**src/design/aards_pkg.sv**
```systemverilog
// Shared types, constants and helpers for the area-average RGB downscaler.
// Used by the interfaces, the top module and the divider; depends on nothing.
`default_nettype none

package aards_pkg;

	localparam int MAX_WIDTH  = 2048;
	localparam int MAX_HEIGHT = 2048;
	localparam int MAX_DIM    = (MAX_WIDTH > MAX_HEIGHT) ? MAX_WIDTH : MAX_HEIGHT;

	localparam int CFG_W = 12;
	localparam int PIX_W = 8;
	localparam int NUM_CH = 3;
	localparam int COL_W = $clog2(MAX_WIDTH);
	localparam int ROW_W = $clog2(MAX_HEIGHT);
	localparam int DIM_W = $clog2(MAX_DIM) + 1;
	localparam int SUM_W = $clog2(MAX_DIM * 255 + 1);
	localparam int LINE_W = NUM_CH * SUM_W;

	localparam logic [CFG_W-1:0] RST_SRC_W = CFG_W'(640);
	localparam logic [CFG_W-1:0] RST_SRC_H = CFG_W'(480);
	localparam logic [CFG_W-1:0] RST_TGT_W = CFG_W'(320);
	localparam logic [CFG_W-1:0] RST_TGT_H = CFG_W'(240);

	typedef logic [PIX_W-1:0] pix_t;
	typedef logic [SUM_W-1:0] sum_t;
	typedef logic [DIM_W-1:0] dim_t;
	typedef logic [CFG_W-1:0] cfg_t;

	typedef enum logic [1:0] {
		REG_SRC_W,
		REG_SRC_H,
		REG_TGT_W,
		REG_TGT_H
	} reg_idx_t;

	typedef enum logic [2:0] {
		S_IDLE,
		S_HDIV,
		S_VACC,
		S_VDIV,
		S_EMIT
	} state_t;

	function automatic dim_t clamp_dim(input cfg_t v, input dim_t hi);
		dim_t r;
		if (v == '0) begin
			r = dim_t'(1);
		end else if (int'(v) > int'(hi)) begin
			r = hi;
		end else begin
			r = dim_t'(v);
		end
		return r;
	endfunction

endpackage

`default_nettype wire

```
**src/design/aards_div.sv**
```systemverilog
// Three-lane restoring divider sharing one divisor, one quotient bit per cycle.
// Depends on aards_pkg.
`default_nettype none

module aards_div (
	input  wire logic            clk,
	input  wire logic            arst_n,
	input  wire logic            start,
	input  wire aards_pkg::sum_t dividend [aards_pkg::NUM_CH],
	input  wire aards_pkg::dim_t divisor,
	output logic                 done,
	output aards_pkg::pix_t      quot [aards_pkg::NUM_CH]
);

	localparam int CNT_W = $clog2(aards_pkg::SUM_W + 1);

	aards_pkg::dim_t rem_q [aards_pkg::NUM_CH];
	aards_pkg::sum_t quo_q [aards_pkg::NUM_CH];
	aards_pkg::dim_t dsr_q;
	logic [CNT_W-1:0] cnt_q;
	logic busy_q;
	logic done_q;

	always_ff @(posedge clk or negedge arst_n) begin
		if (!arst_n) begin
			busy_q <= 1'b0;
			done_q <= 1'b0;
			cnt_q  <= '0;
		end else begin
			done_q <= 1'b0;
			if (start) begin
				busy_q <= 1'b1;
				cnt_q  <= CNT_W'(aards_pkg::SUM_W);
			end else if (busy_q) begin
				cnt_q <= cnt_q - CNT_W'(1);
				if (cnt_q == CNT_W'(1)) begin
					busy_q <= 1'b0;
					done_q <= 1'b1;
				end
			end
		end
	end

	always_ff @(posedge clk) begin
		logic [aards_pkg::DIM_W:0] trial;
		logic ge;
		if (start) begin
			dsr_q <= divisor;
			for (int i = 0; i < aards_pkg::NUM_CH; i++) begin
				rem_q[i] <= '0;
				quo_q[i] <= dividend[i];
			end
		end else if (busy_q) begin
			for (int i = 0; i < aards_pkg::NUM_CH; i++) begin
				trial = {rem_q[i], quo_q[i][aards_pkg::SUM_W-1]};
				ge = (trial >= {1'b0, dsr_q});
				rem_q[i] <= ge ? aards_pkg::DIM_W'(trial - {1'b0, dsr_q})
					: aards_pkg::DIM_W'(trial);
				quo_q[i] <= {quo_q[i][aards_pkg::SUM_W-2:0], ge};
			end
		end
	end

	assign done = done_q;

	always_comb begin
		for (int i = 0; i < aards_pkg::NUM_CH; i++) begin
			quot[i] = quo_q[i][aards_pkg::PIX_W-1:0];
		end
	end

endmodule

`default_nettype wire

```
**config.mk**
```make
export PLATFORM = sky130hd
export DESIGN_NAME = aards_div
export DESIGN_NICKNAME = d
export VERILOG_FILES = /design/src/design/aards_pkg.sv /design/src/design/aards_div.sv
export SDC_FILE = /design/constraint.sdc
export NUM_CORES = 1
export LEC_CHECK = 0
export ABC_AREA = 1
export BUFFER_PORTS_ARGS = -buffer_cell sky130_fd_sc_hd__buf_2
export CELL_PAD_IN_SITES_DETAIL_PLACEMENT = 0
export CELL_PAD_IN_SITES_GLOBAL_PLACEMENT = 1
export CORE_MARGIN = 2
export CORE_UTILIZATION = 39
export CTS_CLUSTER_SIZE = 12
export DETAILED_ROUTE_END_ITERATION = 7
export PLACE_DENSITY = 0.73
export SYNTH_ARGS = -nofsm -noshare
export SYNTH_HDL_FRONTEND = slang
export SYNTH_SLANG_ARGS = --single-unit
```
**constraint.sdc**
```tcl
create_clock -name clk -period 2.6 [get_ports clk]
set_clock_uncertainty 0.1 [all_clocks]
set_input_delay 0.52 -clock clk [delete_from_list [all_inputs] [get_ports clk]]
set_output_delay 0.52 -clock clk [all_outputs]
set_load 0.01 [all_outputs]
```
==> results.yml <==
outcome:
  status: "completed"
floorplanning:
  start_util: 0.3993
  num_rows: 50
  dieArea_sq_um: 20340
  io_pins: 97
  die_h_microns: 142.6
  fp.dieW_microns: 142.6
  core_area_sq_um: 18770
timing:
  fin_crit_ns: 2.349
  slew_viol_final: 0
  rsz0062_at_grt: "false"
  max_freq_mhz: 425.6
  hold_violations: 0
  slew_headroom: 0.7070
  worst_pin_slew_ns: 0.4395
  setup_violations: 0
  finalCritPeriodShare: 0.9036
  finalSetupTns_ns: 0
global_route:
  antenna_found_initial: 0
  use_met1: 0.2440
  grt_usage: 0.1822
  grt_use_met2: 0.2998
  globalRouteMet3Util: 0.03353
  grt_max_degree: 52
  grt_overflow: 0
  grt_pass1_vias: 5763
  grt_pass1_wl_microns: 28860
  busiest_layer: "met2"
worst_hold_path:
  hold_path_class: "input pin to register"
placement:
  numPortBuffers: 96
  place_hpwl_microns: 13450
  place.gp.congestion: 0.8322
  dpl-instance-area_sq_um: 8098
yosys:
  yosys_register_bits: 112
  synth_enable_flop_cells: 105
  synthDistinctLibCells: 35
  synthesis.instances: 955
  yosysTopAreaCell: "edfxtp_1"
  synth_top_area_frac: 0.4208
  ys.flop_type: "edfxtp_1"
  syn_area_per_cell_sq_um: 7.847
  synth_area_leaders: "edfxtp_1, nand2_1, ha_1, inv_1, nor2_1"
  syn_area_sq_um: 7493
  syn_nets: 1068
  seq_area_frac_synth: 0.4441
  ys.warnings.count: 0
  ys_async_sr_fraction: 0.06250
layout:
  area_growth_pct: 12.06
  drive_gt1_frac: 0.1813
  fin_area_sq_um: 8397
  n_antenna_cell: 0
  final_net_count: 1145
  fillers: 1940
  regArea_sq_um: 3328
  multi_input_area_sq_um: 3385
setup_path:
  cp-start-kind: "register"
  rr_startpoint: "dsr_q[1]"
  reg2reg_to: "rem_q[0][1]"
  worstPathArrival_ns: 2.36
  crit_path_end: "rem_q[0][1]"
  worstSetupStartpoint: "dsr_q[1]"
  cp_max_fo: 9
  required_ns: 2.61
  path_class: "register to register"
  r2r_cells: 11
  crit_path_end_kind: "register"
  r2r_slack_ns: 0.25
detailed_routing:
  via_per_inst: 4.668
  wl_per_cell_microns: 13.88
  vias: 5933
  drt_iter0_markers: 206
  drc: 0
  route.antenna.remaining_nets: 0
  routed_wl_microns: 17640
  drt_pass1_iterations: 4
clock_network:
  cts_made_buffers: 9
  cts.htree.levels: 3
  worstSkewPairLatency_ns: 0.36
  path_clk_slew_ns: 0.08
  cts_post_setup_buffers_inserted: 0
  cts_resized: 0
  cts_tree: "built"
  holdBufCountCts: 1
  cts_num_sinks: 112
  clk_path_buf_depth: 2
  cts_root_buffer: "clkbuf_16"
power_and_ir_drop:
  power_leakage_nw: 4.381
  power.density_nw_per_um2: 894.5
  peakVddDrop_v: 0.0003551
run:
  cap_violations: 0
[critical path: stages (launching register included)]
cell      delay (ns)
edfxtp_1        0.36
inv_1           0.33
ha_1            0.33
nand2_1         0.08
nor2_1          0.06
nand2_1         0.07
nand3_2         0.09
nand2_2         0.13
nand3_2         0.18
buf_4           0.22
nor2_1          0.10
nor2_1          0.05
[cells by family after synthesis]
family,count (synthesis),share of synthesized area
flops,112,0.4441
buf+inv,169,0.1052
compound gates,21,0.01937
simple gates,597,0.3423
fa+ha+maj,41,0.07147
xor+xnor,15,0.01753
[synth_stat cells (2+ instances only)]
cell type and number:
inv_2 16, nand2_1 403, edfxtp_1 105, nor3_2 2
nand3_2 6, nor2_1 83, dfrtp_1 7, nand4_1 20
buf_2 6, buf_4 26, nand3_1 39, ha_1 38
o21ai_0 4, a21oi_1 11, clkbuf_1 8, nand3b_1 6
nor2_2 14, inv_1 108, fa_1 3, nand2_2 12
xnor2_1 15, buf_6 3, a21oi_4 3, nor2_4 4
nor3_1 3
[stage by stage]
stage	hold WS, ns	power (W)	setup WS, ns	std cells	utilization
floorplan	0.1244	0.005495	0.05158	955	-
global placement	0.2613	0.006200	0.2434	1254	0.4315
finish	0.2270	0.007511	0.2506	1271	0.4474
global route	0.2141	0.008177	0.03621	1271	0.4474
CTS	0.2121	0.007601	0.2050	1271	0.4474
detailed placement	0.2649	0.006182	0.2203	1254	0.4315
[where the power goes]
part / leakage (nW) / switching, W / internal [W]
combinational: 2.99 / 0.00212 / 0.00127
sequential: 1.25 / 0.000253 / 0.00248
clock: 0.141 / 0.000709 / 0.000677
total: 4.38 / 0.00309 / 0.00442
[layout make-up]
cell class / instances / area share
Multi-Input combinational cell: 674 / 0.4031
Timing Repair Buffer: 111 / 0.07540
Clock inverter: 6 / 0.007152
Sequential cell: 112 / 0.3964
Tap cell: 234 / 0.03487
Clock buffer: 10 / 0.02727
Inverter: 124 / 0.05588
[state kept, by name (all words and copies together) (netlist names)]
register	cells
quo_q	57
rem_q	36
cnt_q	5
busy_q	1
done	1
dsr_q	12
[cells in the final DEF, fill, tap and decap left out, types with 2 or more instances in the layout]
cell / instances
a21oi_4: 3
nand2_1: 403
nand3_2: 6
clkbuf_16: 9
nand3_1: 39
nor3_2: 2
nor3_1: 3
fa_1: 3
nor2_4: 5
a21oi_1: 11
ha_1: 38
inv_2: 16
nor2_1: 82
buf_12: 3
buf_2: 96
xnor2_1: 15
dfrtp_1: 7
inv_6: 4
buf_4: 11
nand2_2: 12
nor2_2: 14
o21ai_0: 4
edfxtp_1: 105
nand4_1: 20
inv_1: 107
nand3b_1: 6
[worst min-delay path by stage]
stage,from,to,slack [ns],cells past startpoint
after floorplan,arst_n,busy_q,0.12,0
after global placement,arst_n,cnt_q[3],0.26,1
after detailed placement,arst_n,cnt_q[2],0.26,1
after CTS,divisor[2],dsr_q[2],0.21,1
after global routing,divisor[2],dsr_q[2],0.21,1
final,divisor[2],dsr_q[2],0.23,1
[routing by layer]
layer,share of wire,routed length [microns],vias up
met5,0,0,-
met4,0.017,307,0
met3,0.041,730,16
met2,0.46,8175,101
met1,0.48,8423,2675
li1,-,-,3141
Note: power is estimated with default switching activity, not from simulation.
