--- src/design/aards_ram.sv ---
// Generic single-port-write, single-port-read RAM with registered read data.
// No dependencies.
`default_nettype none

module aards_ram #(
	parameter int WIDTH = 8,
	parameter int DEPTH = 16
) (
	input  wire logic                     clk,
	input  wire logic                     we,
	input  wire logic [$clog2(DEPTH)-1:0] waddr,
	input  wire logic [WIDTH-1:0]         wdata,
	input  wire logic                     re,
	input  wire logic [$clog2(DEPTH)-1:0] raddr,
	output logic      [WIDTH-1:0]         rdata
);

	logic [WIDTH-1:0] mem_q [DEPTH];

	always_ff @(posedge clk) begin
		if (we) begin
			mem_q[waddr] <= wdata;
		end
		if (re) begin
			rdata <= mem_q[raddr];
		end
	end

endmodule

`default_nettype wire

--- config.mk ---
export PLATFORM = sky130hd
export DESIGN_NAME = aards_ram
export DESIGN_NICKNAME = d
export VERILOG_FILES = /design/src/design/aards_ram.sv
export SDC_FILE = /design/constraint.sdc
export NUM_CORES = 1
export LEC_CHECK = 0
export BUFFER_PORTS_ARGS = -buffer_cell sky130_fd_sc_hd__buf_2
export CAP_MARGIN = 20
export CELL_PAD_IN_SITES_DETAIL_PLACEMENT = 0
export CELL_PAD_IN_SITES_GLOBAL_PLACEMENT = 1
export CORE_AREA = 2 2 103 105
export DETAILED_ROUTE_END_ITERATION = 7
export DIE_AREA = 0 0 105 107
export PLACE_DENSITY = 0.81
export SLEW_MARGIN = 20
export SYNTH_ARGS = -nofsm -noshare
export SYNTH_HDL_FRONTEND = slang
export SYNTH_SLANG_ARGS = --single-unit
export TNS_END_PERCENT = 1
--- constraint.sdc ---
create_clock -name clk -period 1.69 [get_ports clk]
set_input_delay 0 -clock clk [delete_from_list [all_inputs] [get_ports clk]]
set_output_delay 0 -clock clk [all_outputs]
set_load 0.02 [all_outputs]
==> results_dict.tcl, run 1 <==
set metrics [dict create \
    status "complete, no violations" \
    cts_tree "built" \
    synthAdderAreaFrac_pct 0 \
    skew_ps 5.79 \
    syn_inst 229 \
    antenna_cells 0 \
    synth_mux_area_share_pct 14.8 \
    rows 37 \
    via_count 2509 \
    drt_iter0_markers 167 \
    ant_nets 0 \
    max_freq_mhz 604 \
    synth-seq-cells 136 \
    yosys.area_share.simple_pct 3.14 \
    placed_cell_area_um2 5660 \
    grt_usage_pct 19.6 \
    cts.path.max_buffers 2 \
    die_area_um2 11200 \
    setup_viol 0 \
    hold_viol 0 \
    maxCapViolCount 0 \
    min_to "mem_q[4][5]" \
    syn_nets 248 \
    n_fill_cell 696 \
    ctsHtreeMaxLevel 4 \
    cts_made_buffers 17 \
    core_um2 10100 \
    r2r_cells 3 \
    cts.sinks 136 \
    cp_max_fo 4 \
    p_leak_nw 2.16 \
    layout-drive-gt1-share_pct 31.8 \
    nNetsFinal 317 \
    ys_warn_count 0 \
    grt_start_max_net_pins 24 \
    cp-end-kind "register" \
    clock_latency_ps 520 \
    area_growth_pct 21.8 \
    r2r_slack_ps 180 \
    fin_cells 447 \
    grt_antenna_before_repair 0 \
    hold_class "primary input to register" \
    grt_pass1_vias 2646 \
    timing.setup.tns_ps 0 \
    worstHoldStart "waddr[0]" \
    synth.avg_cell_area_um2 22.8 \
    arrival_ps 1890 \
    overflow 0 \
    cp.required_ps 1930 \
    avgViaCountPerCell 5.61 \
    synth_cell_types 18 \
    slew_violations 0 \
    final_area_um2 6370 \
    worst_setup_path_start_kind "primary input" \
    synth.largest_area_cell "edfxtp_1" \
    min_path_cells 3 \
    clkTransAtPathRegs_ps 60 \
    grt_first_pass_wirelength_um 15400 \
    initial_core_util_pct 51.8 \
    yosysTopAreaCellShare_pct 78.1 \
    finalCriticalPeriod_ps 1650 \
    worstSetupPathType "primary input to register" \
    die_w_um 105 \
    layout_commonest_cell "edfxtp_1" \
    rsz0062_at_grt "no" \
    post_cts_buffers 0 \
    dp.cells 404 \
    numPortBuffers 26 \
    r2r-end "rdata[4]" \
    yosysSeqAreaShare_pct 78.1 \
    ys_top_cells_by_area "edfxtp_1 (78%), mux4_2 (7.8%), mux4_1 (7.0%), a22oi_1 (2.3%), nor2_1 (0.93%)" \
    regArea_um2 4080 \
    r2r-start "mem_q[9][4]" \
    die_y_um 107 \
    tightest_slew_ps 381 \
    ios 27 \
    synth_xor_xnor_area_share_pct 0 \
    dp_hpwl_um 6440 \
    syn-cell-area_um2 5230 \
    wl_per_cell_um 22.4 \
    peakVddDrop_mv 0.719 \
    first_pass_iters 5 \
    gp_congestion 0.715 \
    max-slew-margin-rel_pct 74.5 \
    route.detailed.drc 0 \
    power_mw 7.85 \
    wirelength_um 10000 \
    fin_crit_sh_pct 97.9 \
    cts_root_buf "clkbuf_8" \
    p_per_area_nw_per_um2 1230 \
    synth-compound-area-share_pct 2.30 \
    synth_top_family_by_area "multiplexers" \
    mostFrequentLayoutCells "edfxtp_1 (136), buf_2 (26), buf_4 (19)" \
    multi_input_area_um2 1060 \
    hold_slack_ps 40.1 \
]
## cells by family after synthesis
| group | count (synthesis) |
|---|---|
| mux | 32 |
| simple gates | 35 |
| compound gates | 16 |
| buf+inv | 10 |
| flops | 136 |
## cells in the mapped netlist
master           number
a22oi_1              16
and2_1                1
and2b_1               1
buf_2                 3
buf_4                 1
buf_6                 3
clkdlybuf4s25_2       3
edfxtp_1            136
mux4_1               14
mux4_2               18
nand2_1               9
nand2b_1              2
nand3_1               1
nand3b_1              2
nor2_1               13
nor2b_1               1
nor3_1                4
or3b_2                1
## where the power goes
part           switching (mW)  internal [mW]  total [mW]
logic                   0.220          0.177       0.397
registers              0.0213           3.80        3.82
clock network            1.38           2.25        3.63
total                    1.62           6.23        7.85
## through the flow
step                      utilization (%)  setup slack (ps)
after floorplan                         -               197
after global placement               56.1              98.4
after detailed placement             56.1              89.4
after CTS                            63.1              50.4
after global routing                 63.1              21.7
final                                63.1              35.5
## critical path, stage by stage
cell and delay, ps:
dlygate4sd3_1 530, buf_2 130, or3b_2 530, nor2_2 130
dlygate4sd3_1 570
## registers in the layout (all words and copies together) (netlist names)
signal	flops
rdata	8
mem_q	128
## per-layer routing
metal	GRT usage (%)	up-vias	share of wire, %
met5	0	-	0
met4	5.43	0	0.99
met3	5.96	11	5.9
met2	33.3	75	51
met1	24.8	1301	42
li1	-	1122	-
## cell type report
class | instances | share of cell area, %
clock inverter | 14 | 2.73
clock buffer | 18 | 6.56
timing repair buffer | 60 | 7.27
sequential | 136 | 64.1
tap | 136 | 2.67
multi-input combinational | 83 | 16.6
## timing repair
item / in CTS / in global routing
setup endpoints to repair: 0 / 1
hold endpoints to repair: 137 / 0
resized for setup: 0 / 1
hold buffers: 11 / 0
## worst max-delay path by stage
| stage | start | endpoint | slack [ps] | cells past startpoint |
|---|---|---|---|---|
| after floorplan | waddr[2] | mem_q[0][0] | 200 | 2 |
| after global placement | raddr[0] | rdata[3] | 100 | 5 |
| after detailed placement | raddr[0] | rdata[3] | 90 | 5 |
| after CTS | waddr[2] | mem_q[2][4] | 50 | 5 |
| after global routing | waddr[2] | mem_q[2][4] | 20 | 5 |
| final | waddr[2] | mem_q[2][4] | 40 | 5 |
Note: power is estimated with default switching activity, not from simulation.
==> run 2: changes to the inputs <==
==> constraint.sdc (replaced) <==
create_clock -name clk -period 1.69 [get_ports clk]
set_input_delay 0.169 -clock clk [delete_from_list [all_inputs] [get_ports clk]]
set_output_delay 0.169 -clock clk [all_outputs]
set_load 0.02 [all_outputs]
==> results_dict.tcl, run 2 (synthesis gave the netlist of run 1 again) <==
set metrics [dict create \
    worstSetupPathType "register to register" \
    power_switching_mw 1.50 \
    gp_congestion 0.748 \
    via_count 2497 \
    cts.path.max_buffers 2 \
    clock_latency_ps 520 \
    globalRouteMet2Util_pct 31.7 \
    p_seq_share_pct 47.0 \
    ios 27 \
    cts_hold_buf 0 \
    p_leak_nw 2.17 \
    cts_made_buffers 17 \
    regArea_um2 4080 \
    worstHoldStart "wdata[0]" \
    cts-resized-gates 0 \
    route.detailed.drc 0 \
    fin_cells 438 \
    layout_commonest_cell "edfxtp_1" \
    grt_usage_pct 20.0 \
    p_comb_share_pct 4.7 \
    dp_hpwl_um 6390 \
    grt_most_used_layer "met2" \
    clkTransAtPathRegs_ps 60 \
    rsz0062_at_grt "no" \
    layout-drive-gt1-share_pct 32.1 \
    tightest_slew_ps 401 \
    p_per_area_nw_per_um2 1290 \
    multi_input_area_um2 1060 \
    setup_viol 0 \
    maxCapViolCount 0 \
    overflow 0 \
    cts.sinks 136 \
    path_cells "mux4_1, a22oi_1, nand2_1" \
    n_fill_cell 726 \
    avgViaCountPerCell 5.70 \
    grt_pass1_vias 2612 \
    r2r-start "mem_q[10][4]" \
    die_w_um 105 \
    clock_power_share_pct 48.3 \
    top_regs "mem_q x128, rdata x8" \
    grt_util_met1_pct 26.1 \
    hold_viol 0 \
    largest-register "mem_q" \
    nNetsFinal 309 \
    core_um2 10100 \
    skew_ps 8.89 \
    first_pass_iters 4 \
    die_y_um 107 \
    cp.required_ps 1950 \
    worst-path-buf-inv 0 \
    drt_iter0_markers 172 \
    rows 37 \
    crit_family "multiplexers" \
    post_cts_buffers 0 \
    largest_register_ffs 128 \
    grt_start_max_net_pins 19 \
    grt_antenna_before_repair 0 \
    peakVddDrop_mv 0.576 \
    numPortBuffers 26 \
    initial_core_util_pct 51.8 \
    swShare_pct 18.5 \
    antenna_cells 0 \
    arrival_ps 1770 \
    cts_tree "built" \
    die_area_um2 11200 \
    p_int_mw 6.63 \
    hold_class "primary input to register" \
    grt_use_met3_pct 5.47 \
    ant_nets 0 \
    dp_slack_ps -63.6 \
    cp-end-kind "register" \
    wl_per_cell_um 23.2 \
    worst_setup_path_start_kind "register" \
    area_growth_pct 20.8 \
    grt_first_pass_wirelength_um 15600 \
    startpoint "mem_q[10][4]" \
    max_freq_mhz 663 \
    mostFrequentLayoutCells "edfxtp_1 (136), buf_2 (26), buf_4 (22)" \
    max-slew-margin-rel_pct 73.3 \
    dp.cells 407 \
    finalCriticalPeriod_ps 1510 \
    cp_max_fo 1 \
    fin_crit_sh_pct 89.3 \
    slew_violations 0 \
    cts_root_buf "clkbuf_8" \
    status "complete, no violations" \
    critPathMaxStageDelay_ps 510 \
    crit_slowest_cell "mux4_1" \
    ctsHtreeMaxLevel 4 \
    layout_setup_ws_ps 181 \
    wirelength_um 10200 \
]
[run 2: path summary, 6_finish.rpt]
path	to	slack (ps)	cells past startpoint
worst min register to register	rdata[3]	750	3
worst max register to register	rdata[4]	180	3
worst min-delay path	mem_q[13][0]	40	1
worst max-delay path	rdata[4]	180	3
[run 2: worst reg2reg max path: cells and delay by family (launching register included)]
family | cells | cell delay (ps)
flip-flops | 1 | 360
AO/OA/AOI/OAI | 1 | 310
AND/OR/NAND/NOR | 1 | 80
multiplexers | 1 | 510
[run 2: power by group through the flow]
stage / sequential (mW) / clock, mW / combinational, mW
after floorplan: 3.91 / 0 / 0.192
after global placement: 3.89 / 0 / 0.370
after detailed placement: 3.89 / 0 / 0.382
after CTS: 3.82 / 3.99 / 0.385
after global routing: 3.83 / 4.13 / 0.413
final: 3.82 / 3.93 / 0.381
[run 2: area by class of cell]
type                       count  area share [%]
multi-input combinational     83            16.7
sequential                   136            64.7
clock buffer                  20            6.74
clock inverter                11            3.21
tap                          136            2.69
timing repair buffer          52            5.94
[run 2: per-layer routing]
| metal | routed length [µm] | vias to the layer above |
|---|---|---|
| met5 | 0 | - |
| met4 | 191 | 0 |
| met3 | 786 | 12 |
| met2 | 5140 | 109 |
| met1 | 4050 | 1275 |
| li1 | - | 1101 |
[run 2: metrics by stage]
step                      utilization [%]  setup TNS (ps)  cell area [µm²]  hold WS (ps)  power (mW)
after CTS                            62.6               0             6310          10.9        8.20
after global routing                 62.6               0             6310          7.46        8.37
final                                62.6               0             6310          41.1        8.13
after detailed placement             56.3            -220             5690           558        4.27
after global placement               56.3            -253             5690           540        4.26
after floorplan                         -               0             5230           268        4.10
